### src/bpdc_pkg.sv
// Package for the button press duration classifier.
// Holds the sizes, the beat payload types, the register indexes and the event codes.
// No dependencies.
`timescale 1ns / 1ps
`default_nettype none
package bpdc_pkg;

	localparam int NUM_BUTTONS = 4;
	localparam int MASK_W      = 4;
	localparam int SCAN_COUNT  = (NUM_BUTTONS < MASK_W) ? NUM_BUTTONS : MASK_W;
	localparam int IDX_W       = (SCAN_COUNT > 1) ? $clog2(SCAN_COUNT) : 1;
	localparam int TICK_W      = 32;
	localparam int CFG_IDX_W   = 1;

	localparam logic [TICK_W-1:0] LONG_PRESS_RESET = 32'd1000;
	localparam logic [TICK_W-1:0] CONT_PRESS_RESET = 32'd3000;

	localparam logic [CFG_IDX_W-1:0] CFG_LONG_PRESS = 1'd0;
	localparam logic [CFG_IDX_W-1:0] CFG_CONT_PRESS = 1'd1;

	localparam logic [1:0] EV_SHORT      = 2'd0;
	localparam logic [1:0] EV_LONG       = 2'd1;
	localparam logic [1:0] EV_AFTER_CONT = 2'd2;
	localparam logic [1:0] EV_CONTINUOUS = 2'd3;

	typedef struct packed {
		logic [TICK_W-1:0] now_tick;
		logic [MASK_W-1:0] clicked_mask;
		logic [MASK_W-1:0] level_mask;
	} in_t;

	typedef struct packed {
		logic       is_status;
		logic [1:0] button_index;
		logic [1:0] event_kind;
		logic       recheck_short;
		logic       recheck_repeat;
		logic       go_idle;
		logic       last;
	} out_t;

	typedef struct packed {
		logic load;
		logic step;
		logic emit_status;
	} cmd_t;

	typedef struct packed {
		logic last_btn;
		logic slot_free;
	} stat_t;

endpackage
`default_nettype wire

### src/bpdc_ctrl.sv
// Controller for the button press duration classifier.
// Sequences load, one step per button and the closing status beat.
// Depends on bpdc_pkg.
`timescale 1ns / 1ps
`default_nettype none
module bpdc_ctrl (
	input  wire logic            clk,
	input  wire logic            arst_n,
	input  wire logic            in_valid,
	output logic                 in_ready,
	input  wire bpdc_pkg::stat_t stat,
	output bpdc_pkg::cmd_t       cmd
);

	localparam logic [1:0] ST_IDLE = 2'd0;
	localparam logic [1:0] ST_SCAN = 2'd1;
	localparam logic [1:0] ST_STAT = 2'd2;

	logic [1:0] state_q;
	logic [1:0] state_d;

	assign in_ready = (state_q == ST_IDLE);

	always_comb begin
		state_d          = state_q;
		cmd.load         = 1'b0;
		cmd.step         = 1'b0;
		cmd.emit_status  = 1'b0;
		case (state_q)
			ST_IDLE: begin
				if (in_valid) begin
					cmd.load = 1'b1;
					state_d  = ST_SCAN;
				end
			end
			ST_SCAN: begin
				if (stat.slot_free) begin
					cmd.step = 1'b1;
					if (stat.last_btn)
						state_d = ST_STAT;
				end
			end
			ST_STAT: begin
				if (stat.slot_free) begin
					cmd.emit_status = 1'b1;
					state_d         = ST_IDLE;
				end
			end
			default: state_d = ST_IDLE;
		endcase
	end

	always_ff @(posedge clk or negedge arst_n) begin
		if (!arst_n)
			state_q <= ST_IDLE;
		else
			state_q <= state_d;
	end

endmodule
`default_nettype wire

### src/bpdc_dp.sv
// Datapath for the button press duration classifier.
// Holds the registers, press tracking, duration compare and the output beat register.
// Depends on bpdc_pkg.
`timescale 1ns / 1ps
`default_nettype none
module bpdc_dp (
	input  wire logic                           clk,
	input  wire logic                           arst_n,
	input  wire logic                           cfg_wr_en,
	input  wire logic [bpdc_pkg::CFG_IDX_W-1:0] cfg_index,
	input  wire logic [bpdc_pkg::TICK_W-1:0]    cfg_wdata,
	input  wire bpdc_pkg::in_t                  in_data,
	input  wire bpdc_pkg::cmd_t                 cmd,
	output bpdc_pkg::stat_t                     stat,
	output logic                                out_valid,
	input  wire logic                           out_ready,
	output bpdc_pkg::out_t                      out_data
);

	logic [bpdc_pkg::TICK_W-1:0]     long_q;
	logic [bpdc_pkg::TICK_W-1:0]     cont_q;
	logic [bpdc_pkg::TICK_W-1:0]     now_q;
	logic [bpdc_pkg::MASK_W-1:0]     clicked_q;
	logic [bpdc_pkg::MASK_W-1:0]     level_q;
	logic [bpdc_pkg::SCAN_COUNT-1:0] pressed_q;
	logic [bpdc_pkg::TICK_W-1:0]     start_q [bpdc_pkg::SCAN_COUNT];
	logic [bpdc_pkg::IDX_W-1:0]      idx_q;
	logic                            want_short_q;
	logic                            want_repeat_q;
	logic                            out_valid_q;
	bpdc_pkg::out_t                  out_q;

	logic                        btn_clk;
	logic                        btn_pf;
	logic                        btn_lv;
	logic [bpdc_pkg::TICK_W-1:0] dur;
	logic                        over_long;
	logic                        over_cont;
	logic                        ev_fire;
	logic [1:0]                  ev_kind;

	assign btn_clk   = clicked_q[idx_q];
	assign btn_pf    = pressed_q[idx_q];
	assign btn_lv    = level_q[idx_q];
	assign dur       = now_q - start_q[idx_q];
	assign over_long = (dur > long_q);
	assign over_cont = (dur > cont_q);
	assign ev_fire   = !btn_clk && btn_pf && (!btn_lv || over_cont);

	always_comb begin
		if (btn_lv)
			ev_kind = bpdc_pkg::EV_CONTINUOUS;
		else if (!over_long)
			ev_kind = bpdc_pkg::EV_SHORT;
		else if (over_cont)
			ev_kind = bpdc_pkg::EV_AFTER_CONT;
		else
			ev_kind = bpdc_pkg::EV_LONG;
	end

	assign stat.slot_free = !out_valid_q || out_ready;
	assign stat.last_btn  = (idx_q == bpdc_pkg::IDX_W'(bpdc_pkg::SCAN_COUNT - 1));
	assign out_valid      = out_valid_q;
	assign out_data       = out_q;

	always_ff @(posedge clk or negedge arst_n) begin
		if (!arst_n) begin
			long_q <= bpdc_pkg::LONG_PRESS_RESET;
			cont_q <= bpdc_pkg::CONT_PRESS_RESET;
		end else if (cfg_wr_en) begin
			case (cfg_index)
				bpdc_pkg::CFG_LONG_PRESS: long_q <= cfg_wdata;
				bpdc_pkg::CFG_CONT_PRESS: cont_q <= cfg_wdata;
				default: ;
			endcase
		end
	end

	always_ff @(posedge clk) begin
		if (cmd.load) begin
			now_q     <= in_data.now_tick;
			clicked_q <= in_data.clicked_mask;
			level_q   <= in_data.level_mask;
		end
		if (cmd.step && btn_clk && !btn_pf)
			start_q[idx_q] <= now_q;
	end

	always_ff @(posedge clk or negedge arst_n) begin
		if (!arst_n) begin
			pressed_q     <= '0;
			idx_q         <= '0;
			want_short_q  <= 1'b0;
			want_repeat_q <= 1'b0;
		end else if (cmd.load) begin
			idx_q         <= '0;
			want_short_q  <= 1'b0;
			want_repeat_q <= 1'b0;
		end else if (cmd.step) begin
			idx_q <= bpdc_pkg::IDX_W'(idx_q + 1'b1);
			if (btn_clk) begin
				pressed_q[idx_q] <= 1'b1;
				want_short_q     <= 1'b1;
			end else if (btn_pf) begin
				if (!btn_lv)
					pressed_q[idx_q] <= 1'b0;
				else if (over_cont)
					want_repeat_q <= 1'b1;
				else
					want_short_q <= 1'b1;
			end
		end
	end

	always_ff @(posedge clk or negedge arst_n) begin
		if (!arst_n)
			out_valid_q <= 1'b0;
		else if ((cmd.step && ev_fire) || cmd.emit_status)
			out_valid_q <= 1'b1;
		else if (out_ready)
			out_valid_q <= 1'b0;
	end

	always_ff @(posedge clk) begin
		if (cmd.step && ev_fire) begin
			out_q.is_status      <= 1'b0;
			out_q.button_index   <= 2'(idx_q);
			out_q.event_kind     <= ev_kind;
			out_q.recheck_short  <= 1'b0;
			out_q.recheck_repeat <= 1'b0;
			out_q.go_idle        <= 1'b0;
			out_q.last           <= 1'b0;
		end else if (cmd.emit_status) begin
			out_q.is_status      <= 1'b1;
			out_q.button_index   <= 2'd0;
			out_q.event_kind     <= bpdc_pkg::EV_SHORT;
			out_q.recheck_short  <= want_short_q;
			out_q.recheck_repeat <= want_repeat_q;
			out_q.go_idle        <= !(want_short_q || want_repeat_q);
			out_q.last           <= 1'b1;
		end
	end

`ifndef ASSERT_OFF
	a_step_slot_free: assert property (@(posedge clk) disable iff (!arst_n)
		(cmd.step || cmd.emit_status) |-> (!out_valid_q || out_ready))
		else $error("step issued while output slot occupied");

	a_status_beat: assert property (@(posedge clk) disable iff (!arst_n)
		cmd.emit_status |=> (out_valid_q && out_q.is_status && out_q.last))
		else $error("status beat not loaded");

	a_event_beat: assert property (@(posedge clk) disable iff (!arst_n)
		(cmd.step && ev_fire) |=> (out_valid_q && !out_q.is_status && !out_q.last))
		else $error("event beat not loaded");

	a_idle_flag: assert property (@(posedge clk) disable iff (!arst_n)
		(out_valid_q && out_q.is_status) |->
		(out_q.go_idle == !(out_q.recheck_short || out_q.recheck_repeat)))
		else $error("go_idle inconsistent with recheck flags");
`endif

endmodule
`default_nettype wire

### src/button_press_duration_classifier.sv
// Top level of the button press duration classifier.
// Joins the controller and the datapath. Depends on bpdc_pkg, bpdc_ctrl and bpdc_dp.
`timescale 1ns / 1ps
`default_nettype none
// One input beat is one scan of the buttons. The block returns one event beat for
// each button released or held past the continuous limit, in button order, and then
// one status beat with last set. A scan loads the beat, steps each button through
// the single duration subtract and compare, then loads the status beat; a step or
// the status beat waits while the output register holds a beat not yet taken. A new scan is
// accepted as soon as the status beat sits in the output register. Registers:
// index 0 long press limit, index 1 continuous press limit; write them only while idle.
module button_press_duration_classifier (
	input  wire logic                           clk,
	input  wire logic                           arst_n,
	input  wire logic                           cfg_wr_en,
	input  wire logic [bpdc_pkg::CFG_IDX_W-1:0] cfg_index,
	input  wire logic [bpdc_pkg::TICK_W-1:0]    cfg_wdata,
	input  wire logic                           in_valid,
	output logic                                in_ready,
	input  wire bpdc_pkg::in_t                  in_data,
	output logic                                out_valid,
	input  wire logic                           out_ready,
	output bpdc_pkg::out_t                      out_data
);

	bpdc_pkg::cmd_t  cmd;
	bpdc_pkg::stat_t stat;

	bpdc_ctrl u_ctrl (
		.clk      (clk),
		.arst_n   (arst_n),
		.in_valid (in_valid),
		.in_ready (in_ready),
		.stat     (stat),
		.cmd      (cmd)
	);

	bpdc_dp u_dp (
		.clk       (clk),
		.arst_n    (arst_n),
		.cfg_wr_en (cfg_wr_en),
		.cfg_index (cfg_index),
		.cfg_wdata (cfg_wdata),
		.in_data   (in_data),
		.cmd       (cmd),
		.stat      (stat),
		.out_valid (out_valid),
		.out_ready (out_ready),
		.out_data  (out_data)
	);

endmodule
`default_nettype wire
### config.mk
export PLATFORM = sky130hd
export DESIGN_NAME = button_press_duration_classifier
export DESIGN_NICKNAME = d
export VERILOG_FILES = /design/src/bpdc_pkg.sv /design/src/bpdc_ctrl.sv /design/src/bpdc_dp.sv /design/src/button_press_duration_classifier.sv
export SDC_FILE = /design/constraint.sdc
export NUM_CORES = 1
export LEC_CHECK = 0
export BUFFER_PORTS_ARGS = -buffer_cell sky130_fd_sc_hd__buf_2
export CAP_MARGIN = 25
export CORE_MARGIN = 2
export CORE_UTILIZATION = 63
export CTS_BUF_LIST = sky130_fd_sc_hd__clkbuf_8
export CTS_CLUSTER_SIZE = 14
export DETAILED_ROUTE_END_ITERATION = 10
export PLACE_DENSITY = 0.95
export SLEW_MARGIN = 10
export SYNTH_ARGS = -nofsm -noshare
export SYNTH_HDL_FRONTEND = slang
export SYNTH_SLANG_ARGS = --single-unit
export TNS_END_PERCENT = 10
### constraint.sdc
create_clock -name clk -period 5.8 [get_ports clk]
set_input_delay 0.29 -clock clk [delete_from_list [all_inputs] [get_ports clk]]
set_output_delay 0.29 -clock clk [all_outputs]
set_load 0.005 [all_outputs]
==> results.md <==
* RSZ-0062 raised after global routing: no
* Worst-path clk slew at 60 ps
* Core box area at 19530 µm²
* Worst Tran Pin Value at 571.1 ps
* Power Total at 9.022 mW
* CTS root buf: clkbuf_8
* TritonCTS Buffers at 42
* Setup crit start kind: flip-flop
* Pleak at 6.192 nW
* Post-synth cell types at 67
* Setup tns final at 0 ps
* Mean Syn Cell Area at 13.03 µm²
* Reg2Reg Depth at 18
* TritonCTS clock tree: done
* Die height at about 150 µm
* Die Area at 21050 µm²
* Rel. slew slack at 61.93%
* Crit path DAT at 5760 ps
* # fillers at 1160
* Maximum clock insertion buffer count at 3
* Count of pins over their slew limit at 0
* Largest net degree at the start of global routing at 76
* Vias per inst at 6.071
* WL per Instance at 20.09 µm
* Routed vias at 8834
* Stages on the worst setup path at 18
* GRT Total Usage at approximately 28%
* Final Skew at 22.71 ps
* Die W at 145.1 µm
* Minimum clock period after layout at 5487 ps
* Cell family with most CP delay: compound AO/OA/AOI/OAI gates
* Outcome: complete, no violations
* Total wire length at slightly below 30000 µm
* Worst path slowest cell: dfrtp_4
* First-pass detailed-route iteration total at 5
* Synthesized flop and latch total at 251
* Hold Path Class: primary input to flip-flop
* EDFF count, synth at 172
* Grt total ovfl at 0
* Crit path buffers/inverters at 1
* Final Hold Violating Endpoints at 0
* Hpwl dp at slightly below 20000 µm
* Power per Cell Area at 603.2 nW/µm²
* RD Place Congestion at approximately 0.9
* # rows at 51
* Port bufs at 88
* Starting Density at 64.21%
* Maxcap violations at 0
* Tcrit/Tclk final at between 90% and 100%
* Antenna-violating nets left at 0
* Main synth FF type: edfxtp_1
* Final nets at 1334
* Ys Warns at 0
* Peak VDD IR at 248.4 µV
* Post-Syn Instances at approximately 960
* Syn_nets at 1141
* Vias in the first global route at about 9000
* Clock Sink Count at 251
* Clock latency on the worst-skew pair at approximately 560 ps
* DRC at 0
* Kind of critical path: flip-flop to flip-flop
* Layout cell share with drive strength beyond 1 at 21.70%
* Sequential area share after synthesis at 56.93%
* CP Cell Sequence: mux4_2, inv_1, ha_1, a2111o_1, a31o_1, a311oi_2, nor2_1, a31oi_1, o21ai_1, xnor2_1, ha_1, a21oi_1, o21ai_1, a221oi_1, o31ai_1, a22oi_2, a21o_1, nand2_1
* CP Max Fanout at 16
* Worst Hold Depth at 3
* Area Overhead vs Synth at 19.28%
* Critical Path End Type: flip-flop
* Highest cell delay on the worst timing path at around 630 ps
* Hold_ws at 6.590 ps
* Setup violators final at 0
* Top Ports at 89
* Required @ worst endpoint at 6070 ps
* Highest Clock Rate at between 150 and 200 MHz
* Setup bufs post-CTS at 0
* Synthesized area at between 10000 and 15000 µm²
* Initial antenna violation count at 1
* H-tree depth at 2
* First-pass GRT wire length at 46790 µm
* Async set or reset register ratio after synthesis at roughly 30%
* DR iter-0 viols at 948
[through the flow]
stage / instances / worst slack [ps] / area, µm² / utilization, %
after floorplan: 962 / 695.2 / 12540 / -
after global placement: 1305 / 206.9 / 13320 / 68.24
after detailed placement: 1305 / 208.5 / 13320 / 68.24
after CTS: 1451 / 132.5 / 14880 / 76.19
after global routing: 1455 / 6.662 / 14960 / 76.59
final: 1455 / 313.2 / 14960 / 76.59
[cell families (layout without fill, tap and decap cells)]
group	after synthesis	in the layout	share of synthesized area, %
XOR/XNOR	28	28	1.956
AO/OA/AOI/OAI	172	172	8.812
adder cells (fa/ha/maj)	101	101	10.14
multiplexers	78	78	10.11
buffers and inverters	130	357	4.051
AND/OR/NAND/NOR	202	202	8.003
flip-flops	251	251	56.93
other	0	1	0
[worst reg2reg max path, cell delays in order, from the launching register on]
cell	delay [ps]
dfrtp_4	630
mux4_2	560
inv_1	80
ha_1	340
a2111o_1	450
a31o_1	200
a311oi_2	310
nor2_1	130
a31oi_1	320
o21ai_1	150
xnor2_1	320
ha_1	330
a21oi_1	140
o21ai_1	80
a221oi_1	290
o31ai_1	130
a22oi_2	330
a21o_1	280
nand2_1	160
[power breakdown]
part           leakage, nW  switching, mW  internal (mW)
registers             2.48          0.207           2.34
clock network        0.485          0.735          0.886
logic                 3.23           2.82           2.04
total                 6.19           3.76           5.26
[registers in the layout (all words and copies together), names as in the netlist, named ones only]
register	count
u_dp.clicked_q	4
u_dp.level_q	4
u_dp.out_valid	1
u_dp.long_q	32
u_dp.want_repeat_q	1
u_dp.cont_q	32
u_dp.now_q	32
u_ctrl.state_q	2
u_dp.idx_q	2
u_dp.start_q	128
u_dp.want_short_q	1
u_dp.out_data	8
[area by class of cell]
cell class	instances	area, µm²	area share (%)
Sequential cell	251	7143	47.76
Multi-Input combinational cell	581	4912	32.85
Timing Repair Buffer	172	1292	8.642
Clock buffer	43	591.8	3.957
Inverter	107	401.6	2.686
Tap cell	265	331.6	2.217
Clock inverter	35	280.3	1.874
Antenna cell	1	2.502	0.01673
[worst paths after layout]
kind                                   from            endpoint  slack [ps]
hold reg to reg            u_dp.out_data[8]    u_dp.out_data[8]         470
hold / removal                cfg_wdata[26]     u_dp.long_q[26]           7
min in group asynchronous            arst_n  u_dp.want_repeat_q         200
setup / recovery              u_dp.idx_q[0]    u_dp.out_data[4]         310
setup reg to reg              u_dp.idx_q[0]    u_dp.out_data[4]         310
max in group asynchronous            arst_n      u_dp.cont_q[7]        4970
[synthesized netlist by cell type, types with 5 or more instances]
cell type	instances	area (µm²)
xnor2_1	19	166.4
nand2b_1	11	68.82
dfstp_2	13	341.6
mux2_2	35	394.1
a21o_1	17	127.6
and2_1	13	81.33
mux4_2	35	788.3
nor2b_1	8	50.05
dfrtp_1	62	1551
xor2_1	9	78.83
clkbuf_1	12	45.04
o211ai_1	9	67.56
nand4_1	13	81.33
o21ai_1	6	30.03
a211oi_1	6	45.04
ha_1	100	1251
inv_1	106	397.9
a21oi_1	47	235.2
and4_1	5	43.79
nand2_1	65	244.0
nor2_1	39	146.4
nor3_1	14	70.07
nand3_1	18	90.09
edfxtp_1	172	5165
o21ai_0	45	225.2
[cells in the final DEF (no fill, tap or decap), types with 4 or more instances in the layout]
| cell type | count |
|---|---|
| a211oi_1 | 5 |
| a21o_1 | 17 |
| a21oi_1 | 47 |
| a221oi_1 | 4 |
| and2_1 | 12 |
| and4_1 | 5 |
| buf_2 | 88 |
| buf_4 | 11 |
| bufinv_16 | 4 |
| clkbuf_8 | 43 |
| clkinv_1 | 9 |
| clkinv_2 | 8 |
| dfrtp_1 | 60 |
| dfstp_2 | 13 |
| dfxtp_1 | 4 |
| dlygate4sd3_1 | 69 |
| edfxtp_1 | 172 |
| ha_1 | 100 |
| inv_1 | 116 |
| mux2_1 | 4 |
| mux2_2 | 35 |
| mux2i_1 | 4 |
| mux4_2 | 35 |
| nand2_1 | 65 |
| nand2b_1 | 11 |
| nand3_1 | 18 |
| nand4_1 | 13 |
| nor2_1 | 39 |
| nor2b_1 | 7 |
| nor3_1 | 14 |
| o211ai_1 | 9 |
| o21ai_0 | 45 |
| o21ai_1 | 6 |
| xnor2_1 | 19 |
| xor2_1 | 9 |
[per-layer routing]
layer	track usage [%]	share of wire, %
met1	37.86	40
met2	46.10	48
met4	11.67	4.8
met5	0	0
met3	4.780	7.7
[what timing repair did]
action	in CTS	in global routing
resized for setup	0	5
hold buffers	68	1
endpoints found under the hold margin	84	11
endpoints found under the setup margin	0	13
(Power assumes the default switching activity.)
